===== config.mk =====
export PLATFORM = sky130hd
export DESIGN_NAME = humidity_temp_frame_decoder
export DESIGN_NICKNAME = d
export VERILOG_FILES = /design/src/htfd_pkg.sv /design/src/htfd_front.sv /design/src/htfd_queue.sv /design/src/htfd_back.sv /design/src/humidity_temp_frame_decoder.sv
export SDC_FILE = /design/constraint.sdc
export NUM_CORES = 1
export LEC_CHECK = 0
export ABC_AREA = 1
export BUFFER_PORTS_ARGS = -buffer_cell sky130_fd_sc_hd__buf_2
export CORE_MARGIN = 4
export CORE_UTILIZATION = 50
export CTS_CLUSTER_DIAMETER = 100
export DETAILED_ROUTE_END_ITERATION = 12
export GPL_TIMING_DRIVEN = 0
export PLACE_DENSITY = 0.76
export SETUP_SLACK_MARGIN = 0.3
export SLEW_MARGIN = 10
export SYNTH_ARGS = -nofsm -noshare
export SYNTH_HDL_FRONTEND = slang
export SYNTH_SLANG_ARGS = --single-unit

===== constraint.sdc =====
create_clock -name clk -period 12 [get_ports clk]
set_input_delay 2.4 -clock clk [delete_from_list [all_inputs] [get_ports clk]]
set_output_delay 2.4 -clock clk [all_outputs]
set_load 0.01 [all_outputs]

===== src/htfd_pkg.sv =====
// ----------------------------------------------------------------------------
// htfd_pkg
// Types, constants and the CRC-8 step shared by the frame decoder modules.
// ----------------------------------------------------------------------------
package htfd_pkg;

  localparam int ByteW      = 8;
  localparam int RawW       = 20;
  localparam int HumCentiW  = 14;
  localparam int TempCentiW = 15;
  localparam int PosW       = 3;
  localparam int OutDataW   = 72;
  localparam int QueueDepth = 2;
  localparam int QueuePtrW  = $clog2(QueueDepth);
  localparam int QueueCntW  = $clog2(QueueDepth + 1);

  localparam logic [ByteW-1:0] CrcInit   = 8'hFF;
  localparam logic [ByteW-1:0] CrcPoly   = 8'h31;
  localparam logic [PosW-1:0]  LastPos   = 3'd6;

  localparam logic [13:0] HumScale  = 14'd10000;
  localparam logic [14:0] TempScale = 15'd20000;
  localparam logic [15:0] TempOffset = 16'd5000;

  localparam int HumProdW  = RawW + 14;
  localparam int TempProdW = RawW + 15;

  typedef enum logic [1:0] {
    STATUS_OK   = 2'd0,
    STATUS_BUSY = 2'd1,
    STATUS_CRC  = 2'd2
  } status_code_t;

  typedef struct packed {
    status_code_t     status;
    logic [RawW-1:0]  hum_raw;
    logic [RawW-1:0]  temp_raw;
  } frame_t;

  // MSB-first CRC-8 fold of one byte.
  function automatic logic [ByteW-1:0] crc8_fold(input logic [ByteW-1:0] crc,
                                                 input logic [ByteW-1:0] b);
    logic [ByteW-1:0] c;
    c = crc ^ b;
    for (int i = 0; i < 8; i++) begin
      if (c[7]) begin
        c = {c[6:0], 1'b0} ^ CrcPoly;
      end else begin
        c = {c[6:0], 1'b0};
      end
    end
    return c;
  endfunction

endpackage


===== src/htfd_front.sv =====
// ----------------------------------------------------------------------------
// htfd_front
// Byte assembler: tracks frame position, folds the CRC, builds the raw fields.
// ----------------------------------------------------------------------------
module htfd_front
  import htfd_pkg::*;
(
  input  logic             clk,
  input  logic             rst,
  input  logic             accept,
  input  logic [ByteW-1:0] rx_byte,
  input  logic             frame_start,
  output logic             push,
  output frame_t           push_frame
);

  logic [ByteW-1:0] crc;
  logic [PosW-1:0]  pos;
  logic             busy;
  logic [RawW-1:0]  hum_acc;
  logic [RawW-1:0]  temp_acc;

  logic [ByteW-1:0] crc_cur;
  logic [PosW-1:0]  pos_cur;
  logic             busy_next;
  logic [RawW-1:0]  hum_next;
  logic [RawW-1:0]  temp_next;

  always_comb begin
    // restart on a frame marker or an impossible count
    if (frame_start || (pos > LastPos)) begin
      pos_cur = '0;
      crc_cur = CrcInit;
    end else begin
      pos_cur = pos;
      crc_cur = crc;
    end
    busy_next = busy;
    hum_next  = hum_acc;
    temp_next = temp_acc;
    case (pos_cur)
      3'd0: busy_next = rx_byte[7];
      3'd1: hum_next  = {rx_byte, 12'd0};
      3'd2: hum_next  = hum_acc | {8'd0, rx_byte, 4'd0};
      3'd3: begin
        hum_next  = hum_acc | {16'd0, rx_byte[7:4]};
        temp_next = {rx_byte[3:0], 16'd0};
      end
      3'd4: temp_next = temp_acc | {4'd0, rx_byte, 8'd0};
      3'd5: temp_next = temp_acc | {12'd0, rx_byte};
      default: ;
    endcase
  end

  assign push = accept && (pos_cur == LastPos);

  always_comb begin
    push_frame.hum_raw  = hum_acc;
    push_frame.temp_raw = temp_acc;
    if (busy) begin
      push_frame.status = STATUS_BUSY;
    end else if (crc_cur != rx_byte) begin
      push_frame.status = STATUS_CRC;
    end else begin
      push_frame.status = STATUS_OK;
    end
  end

  always_ff @(posedge clk) begin
    if (rst) begin
      crc      <= CrcInit;
      pos      <= '0;
      busy     <= 1'b0;
      hum_acc  <= '0;
      temp_acc <= '0;
    end else if (accept) begin
      busy     <= busy_next;
      hum_acc  <= hum_next;
      temp_acc <= temp_next;
      if (pos_cur == LastPos) begin
        pos <= '0;
        crc <= CrcInit;
      end else begin
        pos <= pos_cur + 3'd1;
        crc <= crc8_fold(crc_cur, rx_byte);
      end
    end
  end

endmodule


===== src/htfd_queue.sv =====
// ----------------------------------------------------------------------------
// htfd_queue
// Small frame queue between the assembler and the conversion pipeline.
// ----------------------------------------------------------------------------
module htfd_queue
  import htfd_pkg::*;
(
  input  logic   clk,
  input  logic   rst,
  input  logic   push,
  input  frame_t push_frame,
  input  logic   pop,
  output frame_t pop_frame,
  output logic   full,
  output logic   empty
);

  frame_t               mem [QueueDepth];
  logic [QueuePtrW-1:0] wr_ptr;
  logic [QueuePtrW-1:0] rd_ptr;
  logic [QueueCntW-1:0] count;

  assign full      = (count == QueueCntW'(QueueDepth));
  assign empty     = (count == '0);
  assign pop_frame = mem[rd_ptr];

  always_ff @(posedge clk) begin
    if (push) begin
      mem[wr_ptr] <= push_frame;
    end
  end

  always_ff @(posedge clk) begin
    if (rst) begin
      wr_ptr <= '0;
      rd_ptr <= '0;
      count  <= '0;
    end else begin
      if (push) begin
        wr_ptr <= (wr_ptr == QueuePtrW'(QueueDepth - 1)) ? '0 : wr_ptr + 1'b1;
      end
      if (pop) begin
        rd_ptr <= (rd_ptr == QueuePtrW'(QueueDepth - 1)) ? '0 : rd_ptr + 1'b1;
      end
      case ({push, pop})
        2'b10:   count <= count + QueueCntW'(1);
        2'b01:   count <= count - QueueCntW'(1);
        default: count <= count;
      endcase
    end
  end

endmodule


===== src/htfd_back.sv =====
// ----------------------------------------------------------------------------
// htfd_back
// Conversion pipeline: constant multiplies, offset, and the output register.
// ----------------------------------------------------------------------------
module htfd_back
  import htfd_pkg::*;
(
  input  logic                  clk,
  input  logic                  rst,
  input  logic                  in_valid,
  input  frame_t                in_frame,
  output logic                  pop,
  output logic                  out_valid,
  input  logic                  out_ready,
  output frame_t                out_frame,
  output logic [HumCentiW-1:0]  out_hum_centi,
  output logic [TempCentiW-1:0] out_temp_centi
);

  logic                 s1_valid;
  frame_t               s1_frame;
  logic [HumProdW-1:0]  s1_hum_prod;
  logic [TempProdW-1:0] s1_temp_prod;

  logic                 s1_move;
  logic [15:0]          temp_diff;

  assign s1_move = s1_valid && (!out_valid || out_ready);
  assign pop     = in_valid && (!s1_valid || s1_move);

  // floor(raw*scale / 2^20), then take off the offset
  assign temp_diff = {1'b0, s1_temp_prod[TempProdW-1:RawW]} - TempOffset;

  always_ff @(posedge clk) begin
    if (pop) begin
      s1_frame     <= in_frame;
      s1_hum_prod  <= HumProdW'(in_frame.hum_raw) * HumProdW'(HumScale);
      s1_temp_prod <= TempProdW'(in_frame.temp_raw) * TempProdW'(TempScale);
    end
    if (s1_move) begin
      out_frame      <= s1_frame;
      out_hum_centi  <= s1_hum_prod[HumProdW-1:RawW];
      out_temp_centi <= temp_diff[TempCentiW-1:0];
    end
  end

  always_ff @(posedge clk) begin
    if (rst) begin
      s1_valid  <= 1'b0;
      out_valid <= 1'b0;
    end else begin
      if (pop) begin
        s1_valid <= 1'b1;
      end else if (s1_move) begin
        s1_valid <= 1'b0;
      end
      if (s1_move) begin
        out_valid <= 1'b1;
      end else if (out_ready) begin
        out_valid <= 1'b0;
      end
    end
  end

endmodule


===== src/humidity_temp_frame_decoder.sv =====
// ----------------------------------------------------------------------------
// humidity_temp_frame_decoder
// Decodes the 7-byte humidity/temperature measurement frame into values.
// ----------------------------------------------------------------------------
// Usage:
//   Slave stream: one response byte per word in s_tdata, s_tuser high on the
//   first (status) byte of a frame. Bytes may arrive every cycle while s_tready is high.
//   Master stream: one word per completed frame (seventh byte), carrying the
//   status, both raw 20-bit fields and both values in hundredths.
// Path: a completed frame passes the queue, the product stage and the output register.
// Throughput: one byte per cycle while s_tready is high; the assembler folds the CRC
//   as each byte is taken, and the conversion pipeline takes a frame every cycle
//   unless m_tready holds it back.
// Stall: a two-entry queue sits between the assembler and the conversion
//   pipeline; s_tready drops only when the queue is full, which happens when
//   the receiver holds m_tready low long enough to back up the pipeline.
// Reset: rst clears the frame position, CRC (to 0xFF), queue and all valid
//   flags; no word is presented until a full frame has been received.
// ----------------------------------------------------------------------------
module humidity_temp_frame_decoder
  import htfd_pkg::*;
(
  input  logic                clk,
  input  logic                rst,
  input  logic                s_tvalid,
  output logic                s_tready,
  input  logic [ByteW-1:0]    s_tdata,   // [7:0] rx_byte
  input  logic                s_tuser,   // [0] frame_start
  output logic                m_tvalid,
  input  logic                m_tready,
  output logic [OutDataW-1:0] m_tdata    // [1:0] status_code, [21:2] humidity_raw,
                                         // [41:22] temperature_raw,
                                         // [55:42] humidity_centi,
                                         // [70:56] temperature_centi, [71] zero
);

  logic                  accept;
  logic                  push;
  frame_t                push_frame;
  logic                  pop;
  frame_t                pop_frame;
  logic                  q_full;
  logic                  q_empty;
  frame_t                out_frame;
  logic [HumCentiW-1:0]  hum_centi;
  logic [TempCentiW-1:0] temp_centi;

  assign s_tready = !q_full;
  assign accept   = s_tvalid && s_tready;

  htfd_front u_front (
    .clk         (clk),
    .rst         (rst),
    .accept      (accept),
    .rx_byte     (s_tdata),
    .frame_start (s_tuser),
    .push        (push),
    .push_frame  (push_frame)
  );

  htfd_queue u_queue (
    .clk        (clk),
    .rst        (rst),
    .push       (push),
    .push_frame (push_frame),
    .pop        (pop),
    .pop_frame  (pop_frame),
    .full       (q_full),
    .empty      (q_empty)
  );

  htfd_back u_back (
    .clk            (clk),
    .rst            (rst),
    .in_valid       (!q_empty),
    .in_frame       (pop_frame),
    .pop            (pop),
    .out_valid      (m_tvalid),
    .out_ready      (m_tready),
    .out_frame      (out_frame),
    .out_hum_centi  (hum_centi),
    .out_temp_centi (temp_centi)
  );

  assign m_tdata = {1'b0, temp_centi, hum_centi, out_frame.temp_raw, out_frame.hum_raw,
                    out_frame.status};

endmodule

# After elaboration in Yosys (flattened, before gate mapping)
# Memory sizes are Yosys's and may differ from the RTL's. A register that Yosys moved wholly into a read port is not among the register bits.
# Index checks and enable logic that the tools add are counted.
word_totals:
  wordCells: 122
  mem_count: 1
  output_inout_bits: 74
  latchBits: 0
  reg_bits: 231
  ramBits: 84
  romBits: 0
  input_bits: 13
memory_table:
  columns: ["memory", "words", "word_bits", "rd", "rd_ports_with_merged_regs", "write_ports", "line", "text"]
  rows:
  - ["u_queue.mem", 2, 42, 1, 1, 1, "htfd_queue.sv:18", "frame_t mem [QueueDepth];"]
classes:
  div: 0
  n_addsub: 6
  n_reduce_logical: 21
  bitwise: 13
  eq_ne: 10
  n_mux: 48
  multipliers: 2
  n_lt_le_gt_ge: 1
  n_shift: 0
op_table:
  columns: ["operator", "n"]
  rows:
  - ["$mux W8", 23]
  - ["$pmux W20 S3", 2]
  - ["$mul A20 B10 Y30 const B", 2]
  - ["$mux W6", 8]
  - ["$not A3 Y3", 8]
  - ["$or A20 B12 Y20", 1]
  - ["$or A20 B16 Y20", 1]
  - ["$or A20 B4 Y20", 1]
  - ["$or A20 B8 Y20", 1]
  - ["$sub A15 B13 Y15 const B", 1]
  - ["$mux W1", 10]
  - ["$eq A3 B3 Y1 const B", 3]
  - ["$ne A8 B8 Y1", 1]
  - ["$xor A8 B8 Y8", 1]
  - ["$eq A3 B2 Y1 const B", 2]
  - ["$mux W3", 2]
  - ["$reduce_and A2 Y1", 3]
  - ["$reduce_bool A2 Y1", 3]
  - ["$reduce_bool A3 Y1", 2]
  - ["$eq A2 B2 Y1 const B", 2]
  - ["$logic_and A1 B1 Y1", 4]
  - ["$logic_not A1 Y1", 4]
  - ["$mux W2", 2]
  - ["$pmux W2 S2", 1]
  - ["other kinds (10)", 13]

# Logic depth before layout (Yosys ltp)
logic_depth:
  depth_word: 42
  ltp_mapped: 26
  mapped_depth_nobuf: 24

# By module
# A second synthesis with hierarchy kept.
unflattened:
  cells_unflattened: 1686
  hier_area_um2: 17451.7
modules_own_cells:
  columns: ["module", "instances", "cells_each", "seq_area_each_um2", "area_per_inst_um2"]
  rows:
  - ["htfd_back", 1, 1184, 4304.1, 11531.1]
  - ["htfd_queue", 1, 164, 2622.5, 3462.1]
  - ["htfd_front", 1, 332, 1041.0, 2429.8]
  - ["humidity_temp_frame_decoder", 1, 6, 0.0, 28.8]

# Least setup slack after synthesis
# No wires, ideal clock.
synth_path:
  path_type: "input port to flip-flop"
  from: "input port m_tready"
  to: "register, netlist name u_back.out_frame[0]"
  required_time_ns: 11.477
  path_buffers: 0
  stages: 2
  path_slack_ns: 5.591
  arrival_ns: 5.886
  setup_time_ns: 0.523
  cell_sequence: "inv_1 > a21oi_1"
synth_via:
  elab_chain_len: 2
synth_lines:
  columns: ["item", "line", "text"]
  rows:
  - ["start, declared", "humidity_temp_frame_decoder.sv:30", "input logic m_tready,"]
  - ["$logic_or A1 B1 Y1", "htfd_back.sv:28", "assign s1_move = s1_valid && (!out_valid || out_ready);"]
  - ["$logic_and A1 B1 Y1", "htfd_back.sv:28", null]
  - ["net u_back.s1_move", "htfd_back.sv:25", "logic s1_move;"]
# The timed path passes the listed nets, and every way through them passes these cells.
# A chain may end at the register's enable or synchronous reset.

==> impl_summary.md <==
Floorplanning
The I/O pin count is 87. The area of the die is 36200 um^2. After floorplanning, the core was divided into 66 placement rows. The die height is about 190 um.

The area of the core is 32600 um^2. The overall die width is 190 um. The starting utilization of the core area is 50.9%.

Clock tree
The CTS tree is built. After clock tree synthesis, the setup repair step added 0 buffers. The clock-pin transition on the worst setup and hold timing paths is 60 ps. In this run the number of H-tree levels came out at 1. The cell sitting at the root of the clock tree is a sky130_fd_sc_hd__clkbuf_16. The later pin in the worst-skew pair is clocked with a latency of roughly 560 ps. In this run, post-CTS repair resized a total of 0 instances. Counting the buffers created by CTS gives 30. The clock passes through at most 3 buffers. The number of hold-repair buffers added at the cts stage is 0.

CTS saw 285 sinks.

Cells and area
The final-stage net count is 1942. The number of antenna repair diodes is 0. From synthesis to final layout, the design area changed by 12.7%. Cells with a size suffix above 1 make up 11.8% of the layout.

Worst setup path
The cell with the biggest individual delay on the critical path is sky130_fd_sc_hd__fa_1. The largest single stage delay on the critical path is 540 ps. The sort of element at the start of the critical path is a register.

Along the worst path, the maximum fanout reaches 10. Data on the critical path is required at its endpoint by 12320 ps. Walking the worst path, the cells encountered are buf_2, buf_1, buf_1, nand2_1, o21ai_0, inv_1, fa_1, ha_1, fa_1, ha_1, inv_1, fa_1, inv_1, ha_1, a21o_1, a31oi_1, o21ai_0, a21oi_1, nand2_1, nand2_1, nand2_1.

In this design, the critical path's most frequently occurring cell is sky130_fd_sc_hd__nand2_1. The kind of critical path is reg2reg. For the worst flop-to-flop path, the logic depth is 21. At the worst endpoint, the arrival time is around 6400 ps. The critical path runs through a total of 21 cells. STA classifies the critical path endpoint as a register. Broken down by cell family, the worst path's largest delay share belongs to adder cells. The total buffers and inverters traversed by the critical path is 6.

Routing
Summed over all layers, the routed wires come to ~33 mm. Routed signal wires occupy layers up through met4. Once detail routing completed, the nets flagged for antenna violations numbered 0. The final routed DRC violation total is 0. The first detailed-routing pass took 5 iterations.

The first-iteration detailed-routing DRC count is 728. The routed length per placed instance is about 15 um. The detailed router placed 10900 vias in this run. The detailed-routing wirelength on met1 is 14.7 mm. In the detailed route, the total length drawn on met3 is between 1.5 and 2 mm. After detailed routing, the number of vias per cell comes to about 5.1. After detailed routing, the met2 layer carries about 15 mm of wire.

STA
The maximum clock frequency is 164 MHz. Setup repair after global routing left no endpoint under its margin. The final setup violation count is 0. For the pin with the worst max-slew slack, the measured transition is 1200 ps.

On the final layout, the worst clock skew is 8.39 ps. The number of slew-limit violations in the final report is 0. Summed over all failing endpoints, the final setup total negative slack is 0 ps. Headroom to the max-slew limit came out at 19.1%.

The fraction of the cycle the final worst path needs is 50.9%. The smallest clock period supported by the final layout is computed as between 6000 and 7000 ps. The number of failing hold endpoints at the final stage came to 0.

Placement
The number of buffers inserted by port buffering is 85. The final weighted congestion of routability-driven global placement is 0.935. The detailed-placement wirelength estimate is 24.8 mm.

Synthesis
After synthesis, flip-flops and latches occupy between 40% and 50% of the total area. After synthesis, the largest area contributor takes up 40.9% of total cell area. The number of storage elements in the synthesis netlist is between 200 and 300.

The cell with the most instances after synthesis is sky130_fd_sc_hd__inv_1. The number of enable flip-flop cells after synthesis is approximately 230. A synthesized cell averages approximately 11 um^2. The mapped netlist covers 16600 um^2. Of all cell types, the one taking the most synthesized area is sky130_fd_sc_hd__edfxtp_1. The yosys synthesis warning count is 0. The post-synthesis instance total is 1552. The top flip-flop cell by instance count after synthesis is sky130_fd_sc_hd__edfxtp_1. Ranked by total cell area, the synthesized netlist is headed by sky130_fd_sc_hd__edfxtp_1, sky130_fd_sc_hd__ha_1, sky130_fd_sc_hd__fa_1.

By count the netlist is led by sky130_fd_sc_hd__inv_1, sky130_fd_sc_hd__edfxtp_1, sky130_fd_sc_hd__nand2_1. The async set-reset flop share out of synthesis is 0%. The count of different cell masters after synthesis is 43.

Counting every net in the synthesized netlist gives 1820.

Global routing
The pin count of the biggest net entering global routing is 39. For this run the aggregate overflow at the end of global routing stands at 0. The initial antenna violation count is 0. Global routing consumed, over all layers together, 18.2% of the routing resources. The via count of the first global-routing pass is 10800.

The global-route wire length before repair is 53.7 mm.

Min path
The number of instances on the worst hold path is 0. The type of the tightest min-delay check is reg2reg.

Run status
The run finished with clean final reports.

Flow run
The number of maximum-capacitance constraint violations is 0.
cell usage in the layout (no fill, tap or decap), types with 59 or more instances in the layout:
cell / synthesis / routed
sky130_fd_sc_hd__buf_2: 5 / 90
sky130_fd_sc_hd__nand2_1: 212 / 212
sky130_fd_sc_hd__nor2_1: 87 / 85
sky130_fd_sc_hd__fa_1: 84 / 84
sky130_fd_sc_hd__dfxtp_1: 59 / 59
sky130_fd_sc_hd__inv_1: 293 / 292
sky130_fd_sc_hd__o21ai_0: 82 / 81
sky130_fd_sc_hd__edfxtp_1: 226 / 226
sky130_fd_sc_hd__ha_1: 171 / 171
sky130_fd_sc_hd__a21oi_1: 94 / 93
kinds of logic (layout without fill, tap and decap cells):
kind of cell / count (synthesis) / after routing / synth area share (%)
xor gates and xnor gates: 43 / 43 / 2.27
buffers and inverters: 313 / 459 / 7.20
muxes: 19 / 19 / 1.29
AOI/OAI and AO/OA: 241 / 241 / 8.15
DFF: 285 / 285 / 48.0
other: 1 / 1 / 0.0226
adders and majority gates: 255 / 255 / 23.0
and+or+nand+nor: 395 / 395 / 10.1
state kept, by name (all words and copies together) (netlist names), named ones only:
register               flops
u_queue.wr_ptr             1
u_front.crc                8
u_back.s1_frame           42
u_front.hum_acc           20
u_back.out_temp_centi     15
u_front.busy               1
u_back.out_frame          42
u_queue.rd_ptr             1
u_queue.mem               84
u_back.out_hum_centi      14
u_back.s1_hum_prod        14
u_front.pos                3
u_queue.count              2
u_back.out_valid           1
u_back.s1_valid            1
u_back.s1_temp_prod       15
u_front.temp_acc          20
path summary, 6_finish.rpt:
path	from	end	slack (ps)
setup / recovery	register	u_back.s1_temp_prod[32]	5900
hold / removal	u_back.s1_hum_prod[29]	u_back.out_hum_centi[9]	410
setup reg to reg	register	u_back.s1_temp_prod[32]	5900
hold reg to reg	u_back.s1_hum_prod[29]	u_back.out_hum_centi[9]	410
final cells by class:
| type | count | area, um^2 |
|---|---|---|
| Inverter | 296 | 1110 |
| Tap cell | 442 | 553 |
| Buffer | 17 | 85.1 |
| Timing Repair Buffer | 90 | 526 |
| Clock inverter | 16 | 146 |
| Multi-Input combinational cell | 954 | 7470 |
| Fill cell | 2684 | 13900 |
| Clock buffer | 40 | 861 |
| Sequential cell | 285 | 7970 |
metrics by stage:
step	utilization (%)	instance area (um^2)	setup slack [ps]	hold slack, ps	instances
floorplan	-	16600	5590	400	1552
global placement	53.9	17600	3830	400	2079
detailed placement	54.3	17700	5860	405	2084
CTS	57.4	18700	5840	419	2140
global route	57.4	18700	5510	424	2140
finish	57.4	18700	5900	415	2140
worst reg2reg max path, stage by stage, from the launching register on:
cell and delay (ps):
sky130_fd_sc_hd__dfxtp_1 390, sky130_fd_sc_hd__buf_2 290, sky130_fd_sc_hd__buf_1 470, sky130_fd_sc_hd__buf_1 480, sky130_fd_sc_hd__nand2_1 100, sky130_fd_sc_hd__o21ai_0 230
sky130_fd_sc_hd__inv_1 310, sky130_fd_sc_hd__fa_1 540, sky130_fd_sc_hd__ha_1 310, sky130_fd_sc_hd__fa_1 490, sky130_fd_sc_hd__ha_1 300, sky130_fd_sc_hd__inv_1 50
sky130_fd_sc_hd__fa_1 490, sky130_fd_sc_hd__inv_1 40, sky130_fd_sc_hd__ha_1 370, sky130_fd_sc_hd__a21o_1 210, sky130_fd_sc_hd__a31oi_1 230, sky130_fd_sc_hd__o21ai_0 180
sky130_fd_sc_hd__a21oi_1 210, sky130_fd_sc_hd__nand2_1 80, sky130_fd_sc_hd__nand2_1 60, sky130_fd_sc_hd__nand2_1 50
layer usage:
metal / global-route usage, % / vias to the layer above
li1: - / 5432
met1: 24.8 / 5203
met2: 30.6 / 243
met3: 2.58 / 56
met4: 5.28 / 0
met5: 0 / -
Power is left out: the tool's default activity adds up to more than one toggle a clock period on the data nets, which glitch-free logic cannot reach.
